`src/rtl/ptach_pkg.sv`:
```
// ----------------------------------------------------------------------------
// ptach_pkg
// Types and constants shared by the pulse tachometer front, queue and back.
// ----------------------------------------------------------------------------
`default_nettype none

package ptach_pkg;

    localparam int TIME_W      = 32;
    localparam int COUNT_W     = 8;
    localparam int RPM_W       = 6;
    localparam int SPEED_W     = 34;
    localparam int PROD_W      = RPM_W + COUNT_W;
    localparam int SCALE_W     = SPEED_W - PROD_W;
    localparam int STEP_W      = $clog2(SPEED_W);
    localparam int QUEUE_DEPTH = 2;

    localparam logic [SCALE_W-1:0] SCALE_US  = SCALE_W'(1000000);
    localparam logic [RPM_W-1:0]   RPM_RESET = RPM_W'(30);

    localparam logic ACT_EDGE   = 1'b0;
    localparam logic ACT_REPORT = 1'b1;

    typedef struct packed {
        logic              action;
        logic              channel;
        logic [TIME_W-1:0] time_us;
    } in_item_t;

    typedef struct packed {
        logic               channel_res;
        logic [SPEED_W-1:0] speed;
    } out_item_t;

    // snapshot of one channel taken by a report
    typedef struct packed {
        logic               channel;
        logic [COUNT_W-1:0] count;
        logic [TIME_W-1:0]  period;
    } job_t;

    typedef struct packed {
        logic full;
        logic empty;
    } q_stat_t;

endpackage

`default_nettype wire

```
`src/rtl/pulse_tachometer_rpm_core.sv`:
```
// result path: a report item goes through the queue pop, two multiply steps,
//   34 divider steps and the output load, which waits while the output is held
// throughput: edge items every cycle unless the queue is full; the bit-serial
//   divider takes a new report only once it is through with the last one; a
//   two-entry queue holds reports waiting for it
// reset: rst_n clears channel counts, periods and marks, sets rpm_per_hz to 30
// ----------------------------------------------------------------------------
// pulse_tachometer_rpm_core
// Two-channel pulse-count tachometer with integer speed reports.
// ----------------------------------------------------------------------------
`default_nettype none

module pulse_tachometer_rpm_core #(
    parameter int CHANNELS = 2
) (
    input  wire logic                        clk,
    input  wire logic                        rst_n,
    input  wire logic                        req_valid,
    output logic                             req_stall,
    input  wire ptach_pkg::in_item_t         req,
    output logic                             rsp_valid,
    input  wire logic                        rsp_stall,
    output ptach_pkg::out_item_t             rsp,
    input  wire logic                        cfg_we,
    input  wire logic [ptach_pkg::RPM_W-1:0] cfg_wdata
);

    logic [ptach_pkg::RPM_W-1:0] rpm_reg;
    logic                        push;
    ptach_pkg::job_t             push_job;
    logic                        pop;
    ptach_pkg::job_t             pop_job;
    ptach_pkg::q_stat_t          q_stat;

    always_ff @(posedge clk or negedge rst_n)
    begin
        if (!rst_n)
        begin
            rpm_reg <= ptach_pkg::RPM_RESET;
        end
        else if (cfg_we)
        begin
            rpm_reg <= cfg_wdata;
        end
    end

    ptach_front #(
        .CHANNELS (CHANNELS)
    ) u_front (
        .clk       (clk),
        .rst_n     (rst_n),
        .req_valid (req_valid),
        .req_stall (req_stall),
        .req       (req),
        .push      (push),
        .push_job  (push_job),
        .q_stat    (q_stat)
    );

    ptach_queue u_queue (
        .clk      (clk),
        .rst_n    (rst_n),
        .push     (push),
        .push_job (push_job),
        .pop      (pop),
        .pop_job  (pop_job),
        .q_stat   (q_stat)
    );

    ptach_back u_back (
        .clk        (clk),
        .rst_n      (rst_n),
        .rpm_per_hz (rpm_reg),
        .q_stat     (q_stat),
        .pop_job    (pop_job),
        .pop        (pop),
        .rsp_valid  (rsp_valid),
        .rsp_stall  (rsp_stall),
        .rsp        (rsp)
    );

endmodule

`default_nettype wire

```
`src/rtl/ptach_front.sv`:
```
// ----------------------------------------------------------------------------
// ptach_front
// Accepts items, keeps per-channel pulse count, period sum and mark, and
// queues a snapshot for every accepted report.
// ----------------------------------------------------------------------------
`default_nettype none

module ptach_front #(
    parameter int CHANNELS = 2
) (
    input  wire logic                clk,
    input  wire logic                rst_n,
    input  wire logic                req_valid,
    output logic                     req_stall,
    input  wire ptach_pkg::in_item_t req,
    output logic                     push,
    output ptach_pkg::job_t          push_job,
    input  wire ptach_pkg::q_stat_t  q_stat
);

    localparam int IDX_W = (CHANNELS > 1) ? $clog2(CHANNELS) : 1;

    logic [ptach_pkg::COUNT_W-1:0] count_reg [CHANNELS];
    logic [ptach_pkg::TIME_W-1:0]  period_reg [CHANNELS];
    logic [ptach_pkg::TIME_W-1:0]  mark_reg [CHANNELS];

    logic [IDX_W-1:0]              idx;
    logic                          ch_ok;
    logic                          acc;
    logic [ptach_pkg::COUNT_W-1:0] count_cur;
    logic [ptach_pkg::TIME_W-1:0]  period_cur;
    logic [ptach_pkg::TIME_W-1:0]  delta;

    assign req_stall  = q_stat.full;
    assign idx        = IDX_W'(req.channel);
    assign ch_ok      = (32'(req.channel) < 32'(CHANNELS));
    assign acc        = req_valid && !req_stall && ch_ok;
    assign count_cur  = count_reg[idx];
    assign period_cur = period_reg[idx];
    // elapsed time wraps with the timestamp
    assign delta      = req.time_us - mark_reg[idx];

    assign push             = acc && (req.action == ptach_pkg::ACT_REPORT);
    assign push_job.channel = req.channel;
    assign push_job.count   = count_cur;
    assign push_job.period  = period_cur;

    always_ff @(posedge clk or negedge rst_n)
    begin
        if (!rst_n)
        begin
            for (int i = 0; i < CHANNELS; i++)
            begin
                count_reg[i]  <= '0;
                period_reg[i] <= '0;
                mark_reg[i]   <= '0;
            end
        end
        else if (acc)
        begin
            if (req.action == ptach_pkg::ACT_EDGE)
            begin
                count_reg[idx]  <= count_cur + ptach_pkg::COUNT_W'(1);
                period_reg[idx] <= period_cur + delta;
            end
            else
            begin
                count_reg[idx]  <= '0;
                period_reg[idx] <= '0;
            end
            mark_reg[idx] <= req.time_us;
        end
    end

endmodule

`default_nettype wire

```
`src/rtl/ptach_queue.sv`:
```
// ----------------------------------------------------------------------------
// ptach_queue
// Short queue of report snapshots between the front and the divider.
// ----------------------------------------------------------------------------
`default_nettype none

module ptach_queue (
    input  wire logic               clk,
    input  wire logic               rst_n,
    input  wire logic               push,
    input  wire ptach_pkg::job_t    push_job,
    input  wire logic               pop,
    output ptach_pkg::job_t         pop_job,
    output ptach_pkg::q_stat_t      q_stat
);

    localparam int PTR_W = (ptach_pkg::QUEUE_DEPTH > 1) ? $clog2(ptach_pkg::QUEUE_DEPTH) : 1;
    localparam int CNT_W = $clog2(ptach_pkg::QUEUE_DEPTH + 1);

    ptach_pkg::job_t  entry_reg [ptach_pkg::QUEUE_DEPTH];
    logic [PTR_W-1:0] wr_ptr_reg;
    logic [PTR_W-1:0] rd_ptr_reg;
    logic [CNT_W-1:0] fill_reg;
    logic             do_push;
    logic             do_pop;

    assign q_stat.full  = (fill_reg == CNT_W'(ptach_pkg::QUEUE_DEPTH));
    assign q_stat.empty = (fill_reg == '0);
    assign do_push      = push && !q_stat.full;
    assign do_pop       = pop && !q_stat.empty;
    assign pop_job      = entry_reg[rd_ptr_reg];

    always_ff @(posedge clk)
    begin
        if (do_push)
        begin
            entry_reg[wr_ptr_reg] <= push_job;
        end
    end

    always_ff @(posedge clk or negedge rst_n)
    begin
        if (!rst_n)
        begin
            wr_ptr_reg <= '0;
            rd_ptr_reg <= '0;
            fill_reg   <= '0;
        end
        else
        begin
            if (do_push)
            begin
                wr_ptr_reg <= (wr_ptr_reg == PTR_W'(ptach_pkg::QUEUE_DEPTH - 1))
                              ? '0 : wr_ptr_reg + PTR_W'(1);
            end
            if (do_pop)
            begin
                rd_ptr_reg <= (rd_ptr_reg == PTR_W'(ptach_pkg::QUEUE_DEPTH - 1))
                              ? '0 : rd_ptr_reg + PTR_W'(1);
            end
            if (do_push && !do_pop)
            begin
                fill_reg <= fill_reg + CNT_W'(1);
            end
            else if (do_pop && !do_push)
            begin
                fill_reg <= fill_reg - CNT_W'(1);
            end
        end
    end

endmodule

`default_nettype wire

```
`src/rtl/ptach_back.sv`:
```
// ----------------------------------------------------------------------------
// ptach_back
// Scales the pulse count in two multiply steps, divides by the period one
// quotient bit per cycle and holds the result in the output register.
// ----------------------------------------------------------------------------
`default_nettype none

module ptach_back (
    input  wire logic                          clk,
    input  wire logic                          rst_n,
    input  wire logic [ptach_pkg::RPM_W-1:0]   rpm_per_hz,
    input  wire ptach_pkg::q_stat_t            q_stat,
    input  wire ptach_pkg::job_t               pop_job,
    output logic                               pop,
    output logic                               rsp_valid,
    input  wire logic                          rsp_stall,
    output ptach_pkg::out_item_t               rsp
);

    typedef enum logic [2:0] {
        S_IDLE,
        S_MUL1,
        S_MUL2,
        S_DIV,
        S_DONE
    } state_t;

    state_t                                 state_reg;
    ptach_pkg::job_t                        job_reg;
    logic [ptach_pkg::PROD_W-1:0]           prod_reg;
    logic [ptach_pkg::SPEED_W-1:0]          quo_reg;
    logic [ptach_pkg::TIME_W-1:0]           rem_reg;
    logic [ptach_pkg::STEP_W-1:0]           step_reg;
    logic                                   rsp_valid_reg;
    ptach_pkg::out_item_t                   rsp_reg;

    logic [ptach_pkg::SPEED_W-1:0]          num_next;
    logic [ptach_pkg::TIME_W:0]             rem_sh;
    logic [ptach_pkg::TIME_W:0]             rem_diff;
    logic                                   fits;
    logic [ptach_pkg::TIME_W-1:0]           rem_next;
    logic                                   rsp_take;
    logic                                   out_free;
    logic                                   rsp_load;

    assign num_next = {{ptach_pkg::SCALE_W{1'b0}}, prod_reg}
                    * {{ptach_pkg::PROD_W{1'b0}}, ptach_pkg::SCALE_US};

    // restoring division: dividend shifts out of the top of quo_reg
    assign rem_sh   = {rem_reg, quo_reg[ptach_pkg::SPEED_W-1]};
    assign rem_diff = rem_sh - {1'b0, job_reg.period};
    assign fits     = (rem_sh >= {1'b0, job_reg.period});
    assign rem_next = fits ? rem_diff[ptach_pkg::TIME_W-1:0] : rem_sh[ptach_pkg::TIME_W-1:0];

    assign pop       = (state_reg == S_IDLE) && !q_stat.empty;
    assign rsp_take  = rsp_valid_reg && !rsp_stall;
    assign out_free  = !rsp_valid_reg || rsp_take;
    assign rsp_load  = (state_reg == S_DONE) && out_free;
    assign rsp_valid = rsp_valid_reg;
    assign rsp       = rsp_reg;

    always_ff @(posedge clk or negedge rst_n)
    begin
        if (!rst_n)
        begin
            state_reg     <= S_IDLE;
            job_reg       <= '0;
            prod_reg      <= '0;
            quo_reg       <= '0;
            rem_reg       <= '0;
            step_reg      <= '0;
            rsp_valid_reg <= 1'b0;
            rsp_reg       <= '0;
        end
        else
        begin
            if (rsp_load)
            begin
                rsp_valid_reg <= 1'b1;
            end
            else if (rsp_take)
            begin
                rsp_valid_reg <= 1'b0;
            end
            unique case (state_reg)
                S_IDLE:
                begin
                    if (!q_stat.empty)
                    begin
                        job_reg   <= pop_job;
                        state_reg <= S_MUL1;
                    end
                end
                S_MUL1:
                begin
                    prod_reg  <= ptach_pkg::PROD_W'(rpm_per_hz)
                               * ptach_pkg::PROD_W'(job_reg.count);
                    state_reg <= S_MUL2;
                end
                S_MUL2:
                begin
                    quo_reg   <= num_next;
                    rem_reg   <= '0;
                    step_reg  <= '0;
                    state_reg <= S_DIV;
                end
                S_DIV:
                begin
                    quo_reg  <= {quo_reg[ptach_pkg::SPEED_W-2:0], fits};
                    rem_reg  <= rem_next;
                    step_reg <= step_reg + ptach_pkg::STEP_W'(1);
                    if (step_reg == ptach_pkg::STEP_W'(ptach_pkg::SPEED_W - 1))
                    begin
                        state_reg <= S_DONE;
                    end
                end
                S_DONE:
                begin
                    if (out_free)
                    begin
                        rsp_reg.channel_res <= job_reg.channel;
                        // no time elapsed in the window reports zero speed
                        rsp_reg.speed       <= (job_reg.period == '0) ? '0 : quo_reg;
                        state_reg           <= S_IDLE;
                    end
                end
                default:
                begin
                    state_reg <= S_IDLE;
                end
            endcase
        end
    end

endmodule

`default_nettype wire

```
`config.mk`:
```
export PLATFORM = sky130hd
export DESIGN_NAME = pulse_tachometer_rpm_core
export DESIGN_NICKNAME = d
export VERILOG_FILES = /design/src/rtl/ptach_pkg.sv /design/src/rtl/pulse_tachometer_rpm_core.sv /design/src/rtl/ptach_front.sv /design/src/rtl/ptach_queue.sv /design/src/rtl/ptach_back.sv
export SDC_FILE = /design/constraint.sdc
export NUM_CORES = 1
export LEC_CHECK = 0
export ABC_AREA = 1
export BUFFER_PORTS_ARGS = -buffer_cell sky130_fd_sc_hd__buf_2
export CAP_MARGIN = 20
export CORE_ASPECT_RATIO = 0.7
export CORE_MARGIN = 8
export CORE_UTILIZATION = 35
export CTS_BUF_LIST = sky130_fd_sc_hd__clkbuf_4
export CTS_CLUSTER_DIAMETER = 200
export DETAILED_ROUTE_END_ITERATION = 10
export PLACE_DENSITY = 0.61
export SLEW_MARGIN = 20
export SYNTH_ARGS = -nofsm -noshare
export SYNTH_HDL_FRONTEND = slang
export SYNTH_SLANG_ARGS = --single-unit
```
`constraint.sdc`:
```
create_clock -name clk -period 4.85 [get_ports clk]
set_clock_uncertainty 0.2 [all_clocks]
set_input_delay 0.2425 -clock clk [delete_from_list [all_inputs] [get_ports clk]]
set_output_delay 0.2425 -clock clk [all_outputs]
set_load 0.1 [all_outputs]
```
* Yosys cells after proc, flatten, opt, wreduce, memory -nomap -nowiden
Memory sizes are Yosys's and may differ from the RTL's. A register that Yosys moved wholly into a read port is not among the register bits.
Cells that the tools add are included.
** Cells by class
- Multipliers :: 2
- Add/subtract/negate cells :: 9
- Eq/ne operators :: 9
- Shifts and indexed selects :: 0
- Reduce and logical (&&, ||, !) cells :: 27
- Multiplexer cells :: 35
- $lt $le $gt $ge :: 3
- Div/mod/pow operators :: 0
- Bitwise operators :: 6
** Operators by type and width (number)
- 2-to-1 mux 32 bit :: 8
- bitwise mux 64 bit :: 2
- one-hot mux 34 bit (2 select lines) :: 1
- bitwise AND 64 bit :: 1
- 2-to-1 mux 64 bit :: 1
- NOT 64 bit :: 1
- one-hot mux 32 bit (2 select lines) :: 1
- subtractor 32 bit :: 2
- 2-to-1 mux 34 bit :: 1
- >= comparator 33 x 32 -> 1 bit :: 1
- adder 32 bit :: 1
- demux 32 bit (select 1 bit) :: 1
- zero test 32 bit :: 1
- 2-to-1 mux 8 bit :: 4
- multiplier 14 x 14 -> 28 bit, second input constant :: 1
- bitwise AND 16 bit :: 1
- bitwise mux 16 bit :: 1
- 2-to-1 mux 16 bit :: 1
- NOT 16 bit :: 1
- one-hot mux 3 bit (5 select lines) :: 1
- multiplier 6 x 8 -> 14 bit :: 1
- one-hot mux 6 bit (2 select lines) :: 1
- logical AND 1 bit :: 10
- 2-to-1 mux 3 bit :: 3
- 26 further kinds :: 44
** Storage, ports and cells
- Bits in read-only memories :: 0
- Latch bits :: 0
- Memories :: 1
- Bits in registers :: 279
- Bits in writable memories :: 82
** Memories
- u_queue.entry_reg :: depth 2, width 41, rd ports 1, clocked after Yosys merged registers in 1, wr ports 1, RTL line ptach_queue.sv:20 : ptach_pkg::job_t entry_reg [ptach_pkg::QUEUE_DEPTH];

* Logic depth before layout (Yosys ltp)
- Depth in word-level cells :: 9
- Depth in mapped cells :: 22
- Gate-level depth less buffers :: 22

* By module
From an unflattened synthesis, not the netlist that was laid out.
** Unflattened totals
- Cell total of the unflattened synthesis :: 3544
- Area, all modules :: 27226.1 sq um
** Modules (own cells, without submodules)
- ptach_back :: instances 1, cells an instance 1986, area an instance 14501.4 sq um
- ptach_front :: instances 1, cells an instance 1287, area an instance 9270.1 sq um
- ptach_queue :: instances 1, cells an instance 246, area an instance 3228.1 sq um
- pulse_tachometer_rpm_core :: instances 1, cells an instance 25, area an instance 226.5 sq um

* Least setup slack after synthesis
No wires, ideal clock.
- Kind :: register to register
- Start :: reg u_back.prod_reg[2] (netlist bit)
- End :: reg u_back.quo_reg[28] (netlist bit)
- Data required time :: 4.532 ns
- Path slack :: 0.103 ns
- Stages on the path, launching flop included :: 20
- Clock period less this slack :: 4.747 ns
- Path buffers :: 0
- Arrival :: 4.429 ns
- Cell sequence :: dfrtp_1 -> inv_1 -> fa_1 -> inv_1 -> fa_1 -> fa_1 -> inv_1 -> fa_1 -> inv_1 -> ha_1 -> ha_1 -> ha_1 -> a21oi_1 -> inv_1 -> a21oi_1 -> o21ai_0 -> a21oi_1 -> nand3_1 -> nand3_1 -> nand2_1
** Between the ends
- Cells in the longest elaborated chain, start to end :: 2
** RTL lines
- start: declaration :: RTL line ptach_back.sv:30 : logic [ptach_pkg::PROD_W-1:0] prod_reg;
- start signal: assignment :: RTL line ptach_back.sv:96 : prod_reg <= ptach_pkg::PROD_W'(rpm_per_hz)
- multiplier 14 x 14 -> 28 bit :: RTL line ptach_back.sv:47 : * {{ptach_pkg::PROD_W{1'b0}}, ptach_pkg::SCALE_US};
- one-hot mux 34 bit (2 select lines) :: RTL line ptach_back.sv:85 : unique case (state_reg)
- end signal: assignment :: RTL line ptach_back.sv:102 : quo_reg <= num_next;
- end signal: assignment :: RTL line ptach_back.sv:109 : quo_reg <= {quo_reg[ptach_pkg::SPEED_W-2:0], fits};
- end: declaration :: RTL line ptach_back.sv:31 : logic [ptach_pkg::SPEED_W-1:0] quo_reg;
Every way passes these cells.
A chain may end at the register's enable or synchronous reset.

* Worst setup path in the final report
- Start :: reg u_back.prod_reg[2] (netlist bit)
- End :: reg u_back.quo_reg[32] (netlist bit)
The elaborated chain is that of the path after synthesis.

==> results.md <==
- Hold Crit Class: in -> reg
- Drt initial violations: 1692
- Design Area, Final: 31600 µm²
- Worst-path clk slew: 0.07 ns
- Status: completed
- Total CTS buffers: 105
- TritonCTS clock tree: built
- Rel. slew slack: 29.9%
- DIE WIDTH: 348 µm
- Final period utilization: 97.0%
- Max Slew Vio Count: 0
- Yosys reg bits: 402
- Row count: 85
- Layout cells sized above 1: 11.9%
- Via count: 22900
- Ys flop type: dfrtp_1
- Die ar.: 86700 µm²
- MaxCap Viol Count: 0
- Post-Route WL: 72.5 mm
- CP max FO: 4
- Max frequency: 0.212 GHz
- Initial core utilization: 35.3%
- Setup violations, final: 0
- Buffers on Ports: 81
- DRT antenna net count: 0
- Synth-to-layout area growth: 16.7%
- Post-Synth XOR/XNOR Area: 1.97%
- Mux share of post-synthesis cell area: 0.249%
- Compound-Gate Fraction of Synth Area: 8.58%
- Slowest-stage cell, CP: fa_1
- Final core utilization: 41.2%
- Synth Area in Adders: 16.3%
- CTS max path bufs: 3
- Vias per cell: 4.74
- Most used cell, CP: fa_1
- Post-synthesis cell count: 3456
- Core Area: 76800 µm²
- Number of global-route vias before repair: 22200
- First-pass GRT wire length: 119 mm
- Syn nets: 3792
- Fillers: 7926
- Dpl cell area: 29000 µm²
- Yosys warning count: 0
- Fin. Hold Viols: 0
- Post-synth EDFFs: 82
- Sequential share of the synthesized area: 38.7%
- Largest register FFs: 82
- CP delay by family, top: adder cells
- TritonRoute pass-1 iters: 7
- Buf/Inv on CP: 4
- Clk_lat worst skew: 0.88 ns
- Final Critical Period: 4.71 ns
- CTS Sinks: 402
- CP cell instances: buf_6 -> fa_1 -> fa_1 -> fa_1 -> fa_1 -> ha_1 -> inv_2 -> fa_1 -> inv_2 -> ha_4 -> nand2_4 -> nor2_2 -> nor2_2 -> buf_4 -> o21ai_1 -> nand2_1 -> nand3_2 -> nand2_1 -> nand2_1 -> o21bai_1
- DRC viols: 0
- IO Count: 82
- Final Wtd Congestion: 0.931
- Arr. time, crit path: 5.25 ns
- Pin count of the biggest net entering global routing: 95
- Largest family of logic cells by synthesized area: simple AND/OR/NAND/NOR gates
- Area of the multi-input gates: 14400 µm²
- Count of cell types in the netlist: 48
- Dpl hpwl: 52.7 mm
- Remaining global-route overflow: 0
- Nets: 4033
- FFs w/ async S/R, synth: 79.6%
- CP Class: reg -> reg
- Initial antenna violation count: 3
- Mean area per synthesized cell: 7.84 µm²
- Root Driver: clkbuf_4
- Crit path required time: 5.39 ns
- Register area: 10500 µm²
- Crit-path max cell delay: 0.53 ns
- RSZ-0062 raised after global routing: yes
- WL per Instance: 15.0 µm
- H-Tree Depth: 3
- Simple logic cell fraction of the synthesized area: 24.5%
- Worst hold slack: 0.0678 ns
- Critical path endpoint category: flip-flop
- CP startpoint kind: flip-flop
- Height of the die: 249 µm
- GRT Resource Usage Total: 16.6%
- Cell Area, Synth: 27100 µm²
- Measured slew at the worst slew-check pin: 1.04 ns
-- path summary, 6_finish.rpt --
check                                             from                endpoint  slack, ns  cells past startpoint
worst max register to register      u_back.prod_reg[2]      u_back.quo_reg[32]       0.14                     20
worst min register to register  u_front.period_reg[55]  u_front.period_reg[55]       0.27                      2
worst max-delay path                u_back.prod_reg[2]      u_back.quo_reg[32]       0.14                     20
max in group asynchronous                        rst_n      u_back.prod_reg[9]       3.46                      4
worst min-delay path                            req[9]    u_front.mark_reg[41]       0.07                      4
min in group asynchronous                        rst_n      u_back.quo_reg[18]       0.34                      4
-- metal layers --
layer  vias to the layer above  track usage (%)  share of wire (%)
li1                      11500                -                  -
met1                     10700             26.3                 53
met2                       586             22.9                 39
met3                        99             3.18                6.3
met4                         2             3.86                1.9
met5                         -                0              0.018
-- cells in the mapped netlist, types with 3 or more instances --
cell,count,area share (%)
nand2_1,1095,15
inv_1,570,7.9
dfrtp_1,316,29
nor2_1,224,3.1
ha_1,189,8.7
nand3_1,187,3.5
o21ai_0,171,3.2
fa_1,102,7.5
a21oi_1,82,1.5
edfxtp_1,82,9.1
clkbuf_1,61,0.85
o31ai_1,41,1.1
xnor2_1,41,1.3
nand3b_1,34,0.94
buf_2,30,0.55
o22ai_1,30,0.69
nand4_1,26,0.60
nor3_1,19,0.35
xor2_1,18,0.58
o21bai_1,14,0.39
a21o_1,13,0.36
o21ai_1,12,0.22
or2_2,9,0.21
o211ai_1,8,0.22
o221ai_1,8,0.26
nor4_1,7,0.16
buf_6,6,0.25
inv_2,6,0.083
mux2_2,6,0.25
nand2_2,5,0.12
nor2_2,5,0.12
a21boi_0,4,0.11
dfstp_2,4,0.39
o21ai_2,4,0.13
a31oi_1,3,0.069
buf_1,3,0.042
nor2_4,3,0.12
o21a_1,3,0.083
-- layout make-up --
| cell class | instances | area share [%] |
|---|---|---|
| Sequential cell | 402 | 33.1 |
| Multi-Input combinational cell | 2376 | 45.6 |
| Clock inverter | 38 | 0.847 |
| Inverter | 578 | 6.87 |
| Clock buffer | 153 | 3.63 |
| Tap cell | 1044 | 4.13 |
| Timing Repair Buffer | 234 | 5.81 |
| Antenna cell | 1 | 0.00792 |
-- kinds of logic after synthesis --
kind of cell             after synthesis
adder cells (fa/ha/maj)              291
AO/OA/AOI/OAI                        400
AND/OR/NAND/NOR                     1619
multiplexers                           6
buffers and inverters                678
flip-flops                           402
XOR/XNOR                              60
-- timing repair --
action / CTS / global route
endpoints found under the setup margin: 12 / 15
hold endpoints to repair: 491 / 0
hold buffers: 76 / 0
resized for setup: 20 / 69
pin swaps: 0 / 20
setup buffers: 0 / 8
-- through the flow --
step                TNS (ns)  setup slack, ns  instances
floorplan                  0            0.103       3456
global placement      -0.674           -0.141       4550
detailed placement    -0.932           -0.187       4550
CTS                        0           0.0179       4817
global route         -0.0571          -0.0201       4826
finish                     0            0.144       4826
-- layout by cell type, fill, tap and decap left out, drive strengths merged, types with 30 or more instances in the layout --
cell | netlist | final
nand3 | 189 | 189
nand2 | 1101 | 1101
xnor2 | 42 | 42
edfxtp | 82 | 82
o31ai | 41 | 41
buf | 39 | 159
clkbuf | 61 | 153
ha | 189 | 189
o22ai | 30 | 30
inv | 576 | 579
fa | 102 | 102
dfrtp | 316 | 316
clkinv | 2 | 34
nor2 | 232 | 232
a21oi | 84 | 84
o21ai | 187 | 187
nand3b | 34 | 34
dlygate4sd3 | 0 | 75
-- worst reg2reg max path: stages, from the launching register on --
cell	delay [ns]
dfrtp_1	0.41
buf_6	0.13
fa_1	0.49
fa_1	0.42
fa_1	0.53
fa_1	0.42
ha_1	0.30
inv_2	0.04
fa_1	0.49
inv_2	0.05
ha_4	0.29
nand2_4	0.08
nor2_2	0.12
nor2_2	0.05
buf_4	0.14
o21ai_1	0.13
nand2_1	0.07
nand3_2	0.07
nand2_1	0.05
nand2_1	0.06
o21bai_1	0.06
Power is not shown: default switching activity piles up to over one toggle a cycle in this logic, so the estimate is an artifact.
